**src/sv/breakpoint_envelope_interpolator_assert.svh**
```systemverilog
// Assertion macros shared by the breakpoint envelope RTL.
`ifndef BREAKPOINT_ENVELOPE_INTERPOLATOR_ASSERT_SVH
`define BREAKPOINT_ENVELOPE_INTERPOLATOR_ASSERT_SVH

// Condition holds at every clock edge outside reset.
`define BEI_ASSERT_ALWAYS(label, cond, msg) \
	label: assert property (@(posedge clk) disable iff (!arst_n) (cond)) else $error(msg);

// Consequent holds in the same cycle as the antecedent.
`define BEI_ASSERT_IMPLY(label, ante, cons, msg) \
	label: assert property (@(posedge clk) disable iff (!arst_n) (ante) |-> (cons)) \
		else $error(msg);

// Consequent holds in the cycle after the antecedent.
`define BEI_ASSERT_NEXT(label, ante, cons, msg) \
	label: assert property (@(posedge clk) disable iff (!arst_n) (ante) |=> (cons)) \
		else $error(msg);

`endif

```
**src/sv/bei_pkg.sv**
```systemverilog
// Package: widths, codes and reset constants of the breakpoint envelope.
`default_nettype none
package bei_pkg;
	localparam int BEAT_W         = 32;
	localparam int VAL_W          = 24;
	localparam int PTS_W          = 5;
	localparam int FRAC_W         = 16;
	localparam int MAX_POINTS_DEF = 16;

	// restoring divide gives FRAC_W fraction bits plus the 1.0 bit
	localparam int DIV_STEPS = FRAC_W + 1;
	// fraction (unsigned, with sign bit) times value difference
	localparam int DIFF_W = VAL_W + 1;
	localparam int PROD_W = DIV_STEPS + 1 + DIFF_W;

	localparam logic signed [VAL_W-1:0] EMPTY_RESET = 24'sd65536;

	localparam logic OP_INSERT = 1'b0;
	localparam logic OP_QUERY  = 1'b1;
endpackage
`default_nettype wire

```
**src/sv/breakpoint_envelope_interpolator.sv**
```systemverilog
// Insert: points above the new beat shift up one entry, then it is written in place.
// Query: scan one entry a cycle, then a 17-step restoring divide; clamped queries skip it.
// Rejected insert or query on an empty table goes straight to the result.
// One request in flight; the next is accepted the cycle after the result is staged.
// The shared 34-bit subtractor does every compare, width, offset, difference and divide step.
// Async reset empties the table, sets empty_value to 1.0 and clears the output valid.
`default_nettype none
module breakpoint_envelope_interpolator
	import bei_pkg::*;
#(
	parameter int MAX_POINTS = MAX_POINTS_DEF
) (
	input  wire logic                    clk,
	input  wire logic                    arst_n,
	// configuration
	input  wire logic                    cfg_we,
	input  wire logic signed [VAL_W-1:0] cfg_wdata,
	// request channel
	input  wire logic                    request_valid,
	output logic                         request_stall,
	input  wire logic                    operation,
	input  wire logic [BEAT_W-1:0]       beat_position,
	input  wire logic signed [VAL_W-1:0] point_value,
	// result channel
	output logic                         result_valid,
	input  wire logic                    result_stall,
	output logic signed [VAL_W-1:0]      result_value,
	output logic                         insert_rejected,
	output logic [PTS_W-1:0]             points_stored
);
	localparam int AW   = $clog2(MAX_POINTS);
	localparam int CW   = $clog2(MAX_POINTS + 1);
	localparam int SW   = $clog2(DIV_STEPS);
	localparam int ALUW = BEAT_W + 1;

	typedef enum logic [11:0] {
		S_IDLE    = 12'b0000_0000_0001,
		S_INS_CMP = 12'b0000_0000_0010,
		S_INS_WR  = 12'b0000_0000_0100,
		S_Q_LAST  = 12'b0000_0000_1000,
		S_Q_SCAN  = 12'b0000_0001_0000,
		S_Q_WID   = 12'b0000_0010_0000,
		S_Q_OFS   = 12'b0000_0100_0000,
		S_Q_DIF   = 12'b0000_1000_0000,
		S_DIV     = 12'b0001_0000_0000,
		S_MUL     = 12'b0010_0000_0000,
		S_ADD     = 12'b0100_0000_0000,
		S_DONE    = 12'b1000_0000_0000
	} state_t;

	state_t                    state_q;
	logic [CW-1:0]             count_q;
	logic signed [VAL_W-1:0]   empty_q;
	logic [BEAT_W-1:0]         beat_q;
	logic signed [VAL_W-1:0]   val_q;
	logic [CW-1:0]             idx_q;
	logic [BEAT_W-1:0]         b0_q, b1_q, w_q;
	logic signed [VAL_W-1:0]   v0_q, v1_q;
	logic                      last_hit_q;
	logic [ALUW-1:0]           rem_q;
	logic [DIV_STEPS-1:0]      quo_q;
	logic [SW-1:0]             step_q;
	logic signed [DIFF_W-1:0]  diff_q;
	logic signed [PROD_W-1:0]  prod_q;
	logic signed [VAL_W-1:0]   res_val_q;
	logic                      res_rej_q;
	logic                      result_valid_q;
	logic signed [VAL_W-1:0]   result_value_q;
	logic                      insert_rejected_q;
	logic [PTS_W-1:0]          points_stored_q;

	logic                      accept;
	logic                      full;
	logic                      out_load;
	logic [CW-1:0]             cnt_m1, idx_m2, idx_p1;
	logic                      ram_we;
	logic [AW-1:0]             ram_raddr;
	logic [BEAT_W-1:0]         beat_wdata, beat_rdata;
	logic [VAL_W-1:0]          val_wdata, val_rdata;
	logic signed [VAL_W-1:0]   rval;
	logic [ALUW-1:0]           alu_a, alu_b;
	logic [ALUW:0]             alu_diff;
	logic                      alu_lt;
	logic signed [PROD_W-1:0]  prod_sh;

	assign request_stall = (state_q != S_IDLE);
	assign accept        = request_valid && !request_stall;
	assign full          = (count_q >= CW'(MAX_POINTS));
	assign out_load      = (state_q == S_DONE) && (!result_valid_q || !result_stall);
	assign cnt_m1        = count_q - CW'(1);
	assign idx_m2        = idx_q - CW'(2);
	assign idx_p1        = idx_q + CW'(1);
	assign rval          = $signed(val_rdata);
	assign prod_sh       = prod_q >>> FRAC_W;

	assign result_valid    = result_valid_q;
	assign result_value    = result_value_q;
	assign insert_rejected = insert_rejected_q;
	assign points_stored   = points_stored_q;

	// read address: next entry the sequencer looks at
	always_comb begin
		unique case (state_q)
			S_IDLE:    ram_raddr = cnt_m1[AW-1:0];
			S_INS_CMP: ram_raddr = idx_m2[AW-1:0];
			S_Q_SCAN:  ram_raddr = idx_p1[AW-1:0];
			default:   ram_raddr = '0;
		endcase
	end

	// write port: shift one entry up, or drop the new point in place
	always_comb begin
		ram_we     = 1'b0;
		beat_wdata = beat_q;
		val_wdata  = val_q;
		if (state_q == S_INS_CMP) begin
			ram_we     = alu_lt;
			beat_wdata = beat_rdata;
			val_wdata  = val_rdata;
		end else if (state_q == S_INS_WR) begin
			ram_we = 1'b1;
		end
	end

	bei_ram #(.WIDTH(BEAT_W), .DEPTH(MAX_POINTS)) u_beat_ram (
		.clk   (clk),
		.we    (ram_we),
		.waddr (idx_q[AW-1:0]),
		.wdata (beat_wdata),
		.raddr (ram_raddr),
		.rdata (beat_rdata)
	);

	bei_ram #(.WIDTH(VAL_W), .DEPTH(MAX_POINTS)) u_val_ram (
		.clk   (clk),
		.we    (ram_we),
		.waddr (idx_q[AW-1:0]),
		.wdata (val_wdata),
		.raddr (ram_raddr),
		.rdata (val_rdata)
	);

	// shared subtractor operands
	always_comb begin
		unique case (state_q)
			S_INS_CMP, S_Q_LAST: begin
				alu_a = {1'b0, beat_q};
				alu_b = {1'b0, beat_rdata};
			end
			S_Q_SCAN: begin
				alu_a = {1'b0, beat_rdata};
				alu_b = {1'b0, beat_q};
			end
			S_Q_WID: begin
				alu_a = {1'b0, b1_q};
				alu_b = {1'b0, b0_q};
			end
			S_Q_OFS: begin
				alu_a = {1'b0, beat_q};
				alu_b = {1'b0, b0_q};
			end
			S_Q_DIF: begin
				alu_a = {{(ALUW - VAL_W){v1_q[VAL_W-1]}}, v1_q};
				alu_b = {{(ALUW - VAL_W){v0_q[VAL_W-1]}}, v0_q};
			end
			S_DIV: begin
				alu_a = rem_q;
				alu_b = {1'b0, w_q};
			end
			default: begin
				alu_a = '0;
				alu_b = '0;
			end
		endcase
	end

	assign alu_diff = {1'b0, alu_a} - {1'b0, alu_b};
	assign alu_lt   = alu_diff[ALUW];

	// sequencer and control state
	always_ff @(posedge clk or negedge arst_n) begin
		if (!arst_n) begin
			state_q        <= S_IDLE;
			count_q        <= '0;
			empty_q        <= EMPTY_RESET;
			result_valid_q <= 1'b0;
		end else begin
			if (cfg_we) begin
				empty_q <= cfg_wdata;
			end
			if (out_load) begin
				result_valid_q <= 1'b1;
			end else if (!result_stall) begin
				result_valid_q <= 1'b0;
			end
			unique case (state_q)
				S_IDLE: begin
					if (accept) begin
						if (operation == OP_INSERT) begin
							if (full) begin
								state_q <= S_DONE;
							end else if (count_q == '0) begin
								state_q <= S_INS_WR;
							end else begin
								state_q <= S_INS_CMP;
							end
						end else begin
							state_q <= (count_q == '0) ? S_DONE : S_Q_LAST;
						end
					end
				end
				S_INS_CMP: begin
					if (!alu_lt || idx_q == CW'(1)) begin
						state_q <= S_INS_WR;
					end
				end
				S_INS_WR: begin
					count_q <= count_q + CW'(1);
					state_q <= S_DONE;
				end
				// the first point is always checked: it wins when every beat ties
				S_Q_LAST: state_q <= S_Q_SCAN;
				S_Q_SCAN: begin
					if (!alu_lt) begin
						state_q <= (idx_q == '0) ? S_DONE : S_Q_WID;
					end else if (last_hit_q) begin
						state_q <= S_DONE;
					end
				end
				S_Q_WID: state_q <= S_Q_OFS;
				S_Q_OFS: state_q <= (w_q == '0) ? S_DONE : S_Q_DIF;
				S_Q_DIF: state_q <= S_DIV;
				S_DIV: begin
					if (step_q == SW'(DIV_STEPS - 1)) begin
						state_q <= S_MUL;
					end
				end
				S_MUL: state_q <= S_ADD;
				S_ADD: state_q <= S_DONE;
				S_DONE: begin
					if (out_load) begin
						state_q <= S_IDLE;
					end
				end
				default: state_q <= S_IDLE;
			endcase
		end
	end

	// datapath registers
	always_ff @(posedge clk) begin
		if (out_load) begin
			result_value_q    <= res_val_q;
			insert_rejected_q <= res_rej_q;
			points_stored_q   <= PTS_W'(count_q);
		end
		unique case (state_q)
			S_IDLE: begin
				beat_q    <= beat_position;
				val_q     <= point_value;
				idx_q     <= count_q;
				res_rej_q <= (operation == OP_INSERT) && full;
				res_val_q <= ((operation == OP_QUERY) && count_q == '0) ? empty_q : '0;
			end
			S_INS_CMP: begin
				if (alu_lt) begin
					idx_q <= idx_q - CW'(1);
				end
			end
			// at or past the last point: keep its value unless the first point ties
			S_Q_LAST: begin
				res_val_q  <= rval;
				idx_q      <= '0;
				last_hit_q <= !alu_lt;
			end
			S_Q_SCAN: begin
				if (!alu_lt) begin
					res_val_q <= rval;
					b1_q      <= beat_rdata;
					v1_q      <= rval;
				end else begin
					b0_q  <= beat_rdata;
					v0_q  <= rval;
					idx_q <= idx_p1;
				end
			end
			S_Q_WID: w_q <= alu_diff[BEAT_W-1:0];
			S_Q_OFS: begin
				res_val_q <= v0_q;
				rem_q     <= alu_diff[ALUW-1:0];
				quo_q     <= '0;
				step_q    <= '0;
			end
			S_Q_DIF: diff_q <= alu_diff[DIFF_W-1:0];
			// one restoring divide step per cycle
			S_DIV: begin
				quo_q  <= {quo_q[DIV_STEPS-2:0], !alu_lt};
				rem_q  <= alu_lt ? {rem_q[BEAT_W-1:0], 1'b0}
				                 : {alu_diff[BEAT_W-1:0], 1'b0};
				step_q <= step_q + SW'(1);
			end
			S_MUL: prod_q <= $signed({1'b0, quo_q}) * diff_q;
			S_ADD: res_val_q <= v0_q + $signed(prod_sh[VAL_W-1:0]);
			default: ;
		endcase
	end

	`include "breakpoint_envelope_interpolator_assert.svh"

	`BEI_ASSERT_ALWAYS(a_count_bound, count_q <= CW'(MAX_POINTS), "point count above table size")
	`BEI_ASSERT_NEXT(a_accept_busy, accept, state_q != S_IDLE, "accepted request left sequencer idle")
	`BEI_ASSERT_IMPLY(a_div_width, state_q == S_DIV, w_q != '0, "divide started on zero-width interval")
	`BEI_ASSERT_IMPLY(a_reject_full, result_valid_q && insert_rejected_q, count_q == CW'(MAX_POINTS), "insert rejected while table not full")
	`BEI_ASSERT_NEXT(a_insert_count, state_q == S_INS_WR, count_q == $past(count_q) + CW'(1), "insert did not bump point count")
endmodule
`default_nettype wire

```
**src/sv/bei_ram.sv**
```systemverilog
// Generic single-write, single-read RAM with registered read data.
`default_nettype none
module bei_ram #(
	parameter int WIDTH = 8,
	parameter int DEPTH = 16
) (
	input  wire logic                     clk,
	input  wire logic                     we,
	input  wire logic [$clog2(DEPTH)-1:0] waddr,
	input  wire logic [WIDTH-1:0]         wdata,
	input  wire logic [$clog2(DEPTH)-1:0] raddr,
	output logic      [WIDTH-1:0]         rdata
);
	logic [WIDTH-1:0] mem_q [DEPTH];

	// write port and registered read port
	always_ff @(posedge clk) begin
		if (we) begin
			mem_q[waddr] <= wdata;
		end
		rdata <= mem_q[raddr];
	end
endmodule
`default_nettype wire
```
**config.mk**
```make
export PLATFORM = sky130hd
export DESIGN_NAME = breakpoint_envelope_interpolator
export DESIGN_NICKNAME = d
export VERILOG_FILES = /design/src/sv/bei_pkg.sv /design/src/sv/breakpoint_envelope_interpolator.sv /design/src/sv/bei_ram.sv
export VERILOG_INCLUDE_DIRS = /design/src /design/src/sv
export SDC_FILE = /design/constraint.sdc
export NUM_CORES = 2
export LEC_CHECK = 0
export ABC_AREA = 1
export ABC_CLOCK_PERIOD_IN_PS = 8900
export BUFFER_PORTS_ARGS = -buffer_cell sky130_fd_sc_hd__buf_2
export CORE_MARGIN = 1.5
export CORE_UTILIZATION = 30
export DETAILED_ROUTE_END_ITERATION = 16
export PLACE_DENSITY = 0.46
export SLEW_MARGIN = 20
export SYNTH_ARGS = -nofsm -noshare
export SYNTH_HDL_FRONTEND = slang
export SYNTH_SLANG_ARGS = --single-unit
```
**constraint.sdc**
```tcl
create_clock -name clk -period 8.9 [get_ports clk]
set_input_delay 1.335 -clock clk [delete_from_list [all_inputs] [get_ports clk]]
set_output_delay 1.335 -clock clk [all_outputs]
set_load 0.01 [all_outputs]
```
==> results.md <==
- Status: finished clean
- Row cnt: 183
- Crit-path max FO: 22
- Post-Route Setup TNS: 0 ns
- Post-synth EDFFs: 1261
- Number of synthesized register bits: between 1000 and 1500
- Minimum clock period: 6.93 ns
- Worst skew pair latency: 0.84 ns
- Mapped Avg Cell Area: 9.86 um2
- Starting Density: 30.2%
- Routed WL: about 260 mm
- Most used cell, CP: fa_1
- Largest net degree at the start of global routing: 212
- CTS Buf Count: 157
- Synth area leaders: edfxtp_1 (50%), fa_1 (11%), nand2_1 (9.2%)
- Remaining DRCs: 0
- Area grow syn2layout: 13.1%
- Nets: 8331
- Cell Pwr Density: 367 nW/um2
- Fin. max-slew vios: 0
- Ys flop type: edfxtp_1
- HPWL Detailed: 176 mm
- Clock tree sinks: 1359
- Fin crit share: just under 80%
- VDD IR max: ~600 uV
- Critical path launch point type: flip-flop
- Syn nets: 8286
- Layout cells sized above 1: under 10%
- # IOs: about 120
- Detailed router's first-iteration violation count: 4658
- FMAX: 0.144 GHz
- Fraction of registers with async set/reset: between 3 and 4%
- Die height: 504 um
- Sequential share of the synthesized area: 53.2%
- Critical Path Max Stage Delay: 1.09 ns
- Max_cap viols: 0
- Crit end category: flip-flop
- Die area: ~250000 um2
- Antenna violations before repair: 16
- Top cell type's share of synthesized area: 50.3%
- Post-CTS Hold Fix Bufs: 0
- Vias in the first global route: around 54000
- Top delay family on crit path: adder cells
- Pleak: 36.5 nW
- Final hold viol count: 0
- Post-synthesis cell count: between 7000 and 8000
- Skew final: 0.0727 ns
- Placeable Area: 249000 um2
- CP Data Arrival Time: 7.48 ns
- Fin cells: ~11000
- Root cell of the clock tree: clkbuf_16
- CTS tree: built
- Setup Crit Path Kind: flip-flop to flip-flop
- Postcts setup bufs: 0
- Total track usage: between 20% and 30%
- Slowest CP cell: edfxtp_1
- Clock Tree Buf Depth: 3
- Port bufs: approximately 120
- Commonest cells after routing, fill and taps aside: nand2_1 (1838), inv_1 (1572), edfxtp_1 (1261)
- Synth area leader: edfxtp_1
- Hold Path Class: flip-flop to flip-flop
- DR vias/cell: 4.83
- GP Congestion: 0.947
- Worst-path cell chain: nand2_1 -> fa_1 -> inv_1 -> fa_1 -> inv_1 -> fa_1 -> fa_1 -> fa_1 -> fa_1 -> inv_1 -> ha_1 -> nand2_1 -> nor2_1 -> inv_1 -> nor3_1 -> nand4_1 -> nand4_1 -> nand2_1
- Total gr overflow: 0
- Cell Area, Synth: 75300 um2
- Die X: between 500 and 600 um
- Max H-tree Level: 4
- Required @ worst endpoint: 9.45 ns
- ANT nets after route: 0
- Vias: 53900
- First-pass DRT Iterations: 6
- RSZ-0062 raised after global routing: false
- WL per Instance: 23.4 um
- Placed cells: 10900
- Final setup viols: 0
- Buf/Inv on CP: 4
- Clock Pin Slew Worst Setup and Hold Paths: around 0.060 ns
- Synth warn: 0
- Synth cell types: 57
- Worst Tran Pin Value: 1.18 ns
- Most common cell after layout, fill and taps aside: nand2_1
- CTS resizes: 0
- Slew headroom: a little over a fifth
- First-pass GRT wire length: 381 mm
layer usage:
layer	vias up	track usage, %	wire (um)
met5	-	0	33
met4	4	6.34	8380
met3	346	2.46	13900
met2	1672	34.0	124000
met1	27000	27.5	115000
li1	24900	-	-
where the power goes:
group          internal (W)  switching (W)
combinational       0.00369         0.0113
sequential          0.00917       0.000752
clock               0.00357        0.00279
kinds of logic after synthesis:
group	share of synthesized area, %
buffers and inverters	10.1
adders and majority gates	13.2
DFF	53.2
AOI/OAI and AO/OA	6.60
xor gates and xnor gates	0.814
muxes	0.164
and+or+nand+nor	15.9
worst paths after layout:
kind | from | end | slack (ns) | cells past startpoint
worst min register to register | res_val_q[23]$_DFFE_PP_ | result_value[23]$_DFFE_PP_ | 0.41 | 0
worst max-delay path | quo_q[3]$_SDFFCE_PP0P_ | prod_q[38]$_DFFE_PP_ | 1.97 | 18
min in group asynchronous | arst_n | result_valid$_DFFE_PN0P_ | 0.71 | 2
worst max register to register | quo_q[3]$_SDFFCE_PP0P_ | prod_q[38]$_DFFE_PP_ | 1.97 | 18
worst min-delay path | res_val_q[23]$_DFFE_PP_ | result_value[23]$_DFFE_PP_ | 0.41 | 0
max in group asynchronous | arst_n | empty_q[10]$_DFFE_PN0P_ | 7.71 | 2
state kept, by name, indices dropped and copies added, names as in the netlist, 25 cells and up:
register and count:
diff_q 25, beat_q 32, u_val_ram.mem_q 384, b0_q 32, rem_q 33, b1_q 32
u_beat_ram.rdata 32, w_q 32, u_beat_ram.mem_q 512
cell usage after synthesis (7+ instances only):
library cell / n
dfrtp_1: 40
mux2_2: 11
nand3b_1: 7
xnor2_1: 29
nor4_1: 11
ha_1: 162
nand3_1: 562
buf_2: 124
o211ai_1: 105
a21o_1: 9
nand4_1: 144
o21ai_1: 98
xor2_1: 41
a22oi_1: 22
or2_2: 14
o21ai_0: 353
dfxtp_1: 56
clkbuf_1: 223
fa_1: 396
a21oi_1: 106
nor2_1: 224
a22o_1: 7
nor3_1: 26
a31oi_1: 9
edfxtp_1: 1261
a221oi_1: 50
nand2_1: 1841
inv_1: 1579
o21bai_1: 10
buf_1: 14
o221ai_1: 40
buf_6: 11
metrics by stage:
| step | total power, W | util, % | hold slack, ns | worst slack, ns | area, um2 |
|---|---|---|---|---|---|
| global route | 0.0331 | 34.2 | 0.424 | 1.46 | 85200 |
| finish | 0.0313 | 34.2 | 0.412 | 1.97 | 85200 |
| global placement | 0.0250 | 32.1 | 0.409 | 1.92 | 80000 |
| floorplan | 0.0190 | - | 0.400 | 2.03 | 75300 |
| CTS | 0.0315 | 34.2 | 0.406 | 1.90 | 85100 |
| detailed placement | 0.0250 | 32.1 | 0.412 | 1.91 | 80100 |
area by class of cell:
| type | count | area, um2 |
|---|---|---|
| Inverter | 1584 | 5960 |
| Fill cell | 25500 | 164000 |
| Multi-Input combinational cell | 4323 | 27900 |
| Antenna cell | 5 | 12.5 |
| Tap cell | 3330 | 4170 |
| Timing Repair Buffer | 262 | 2010 |
| Sequential cell | 1359 | 40000 |
| Clock buffer | 226 | 4320 |
| Clock inverter | 65 | 747 |
No activity file was read; power rests on OpenSTA's default activity.
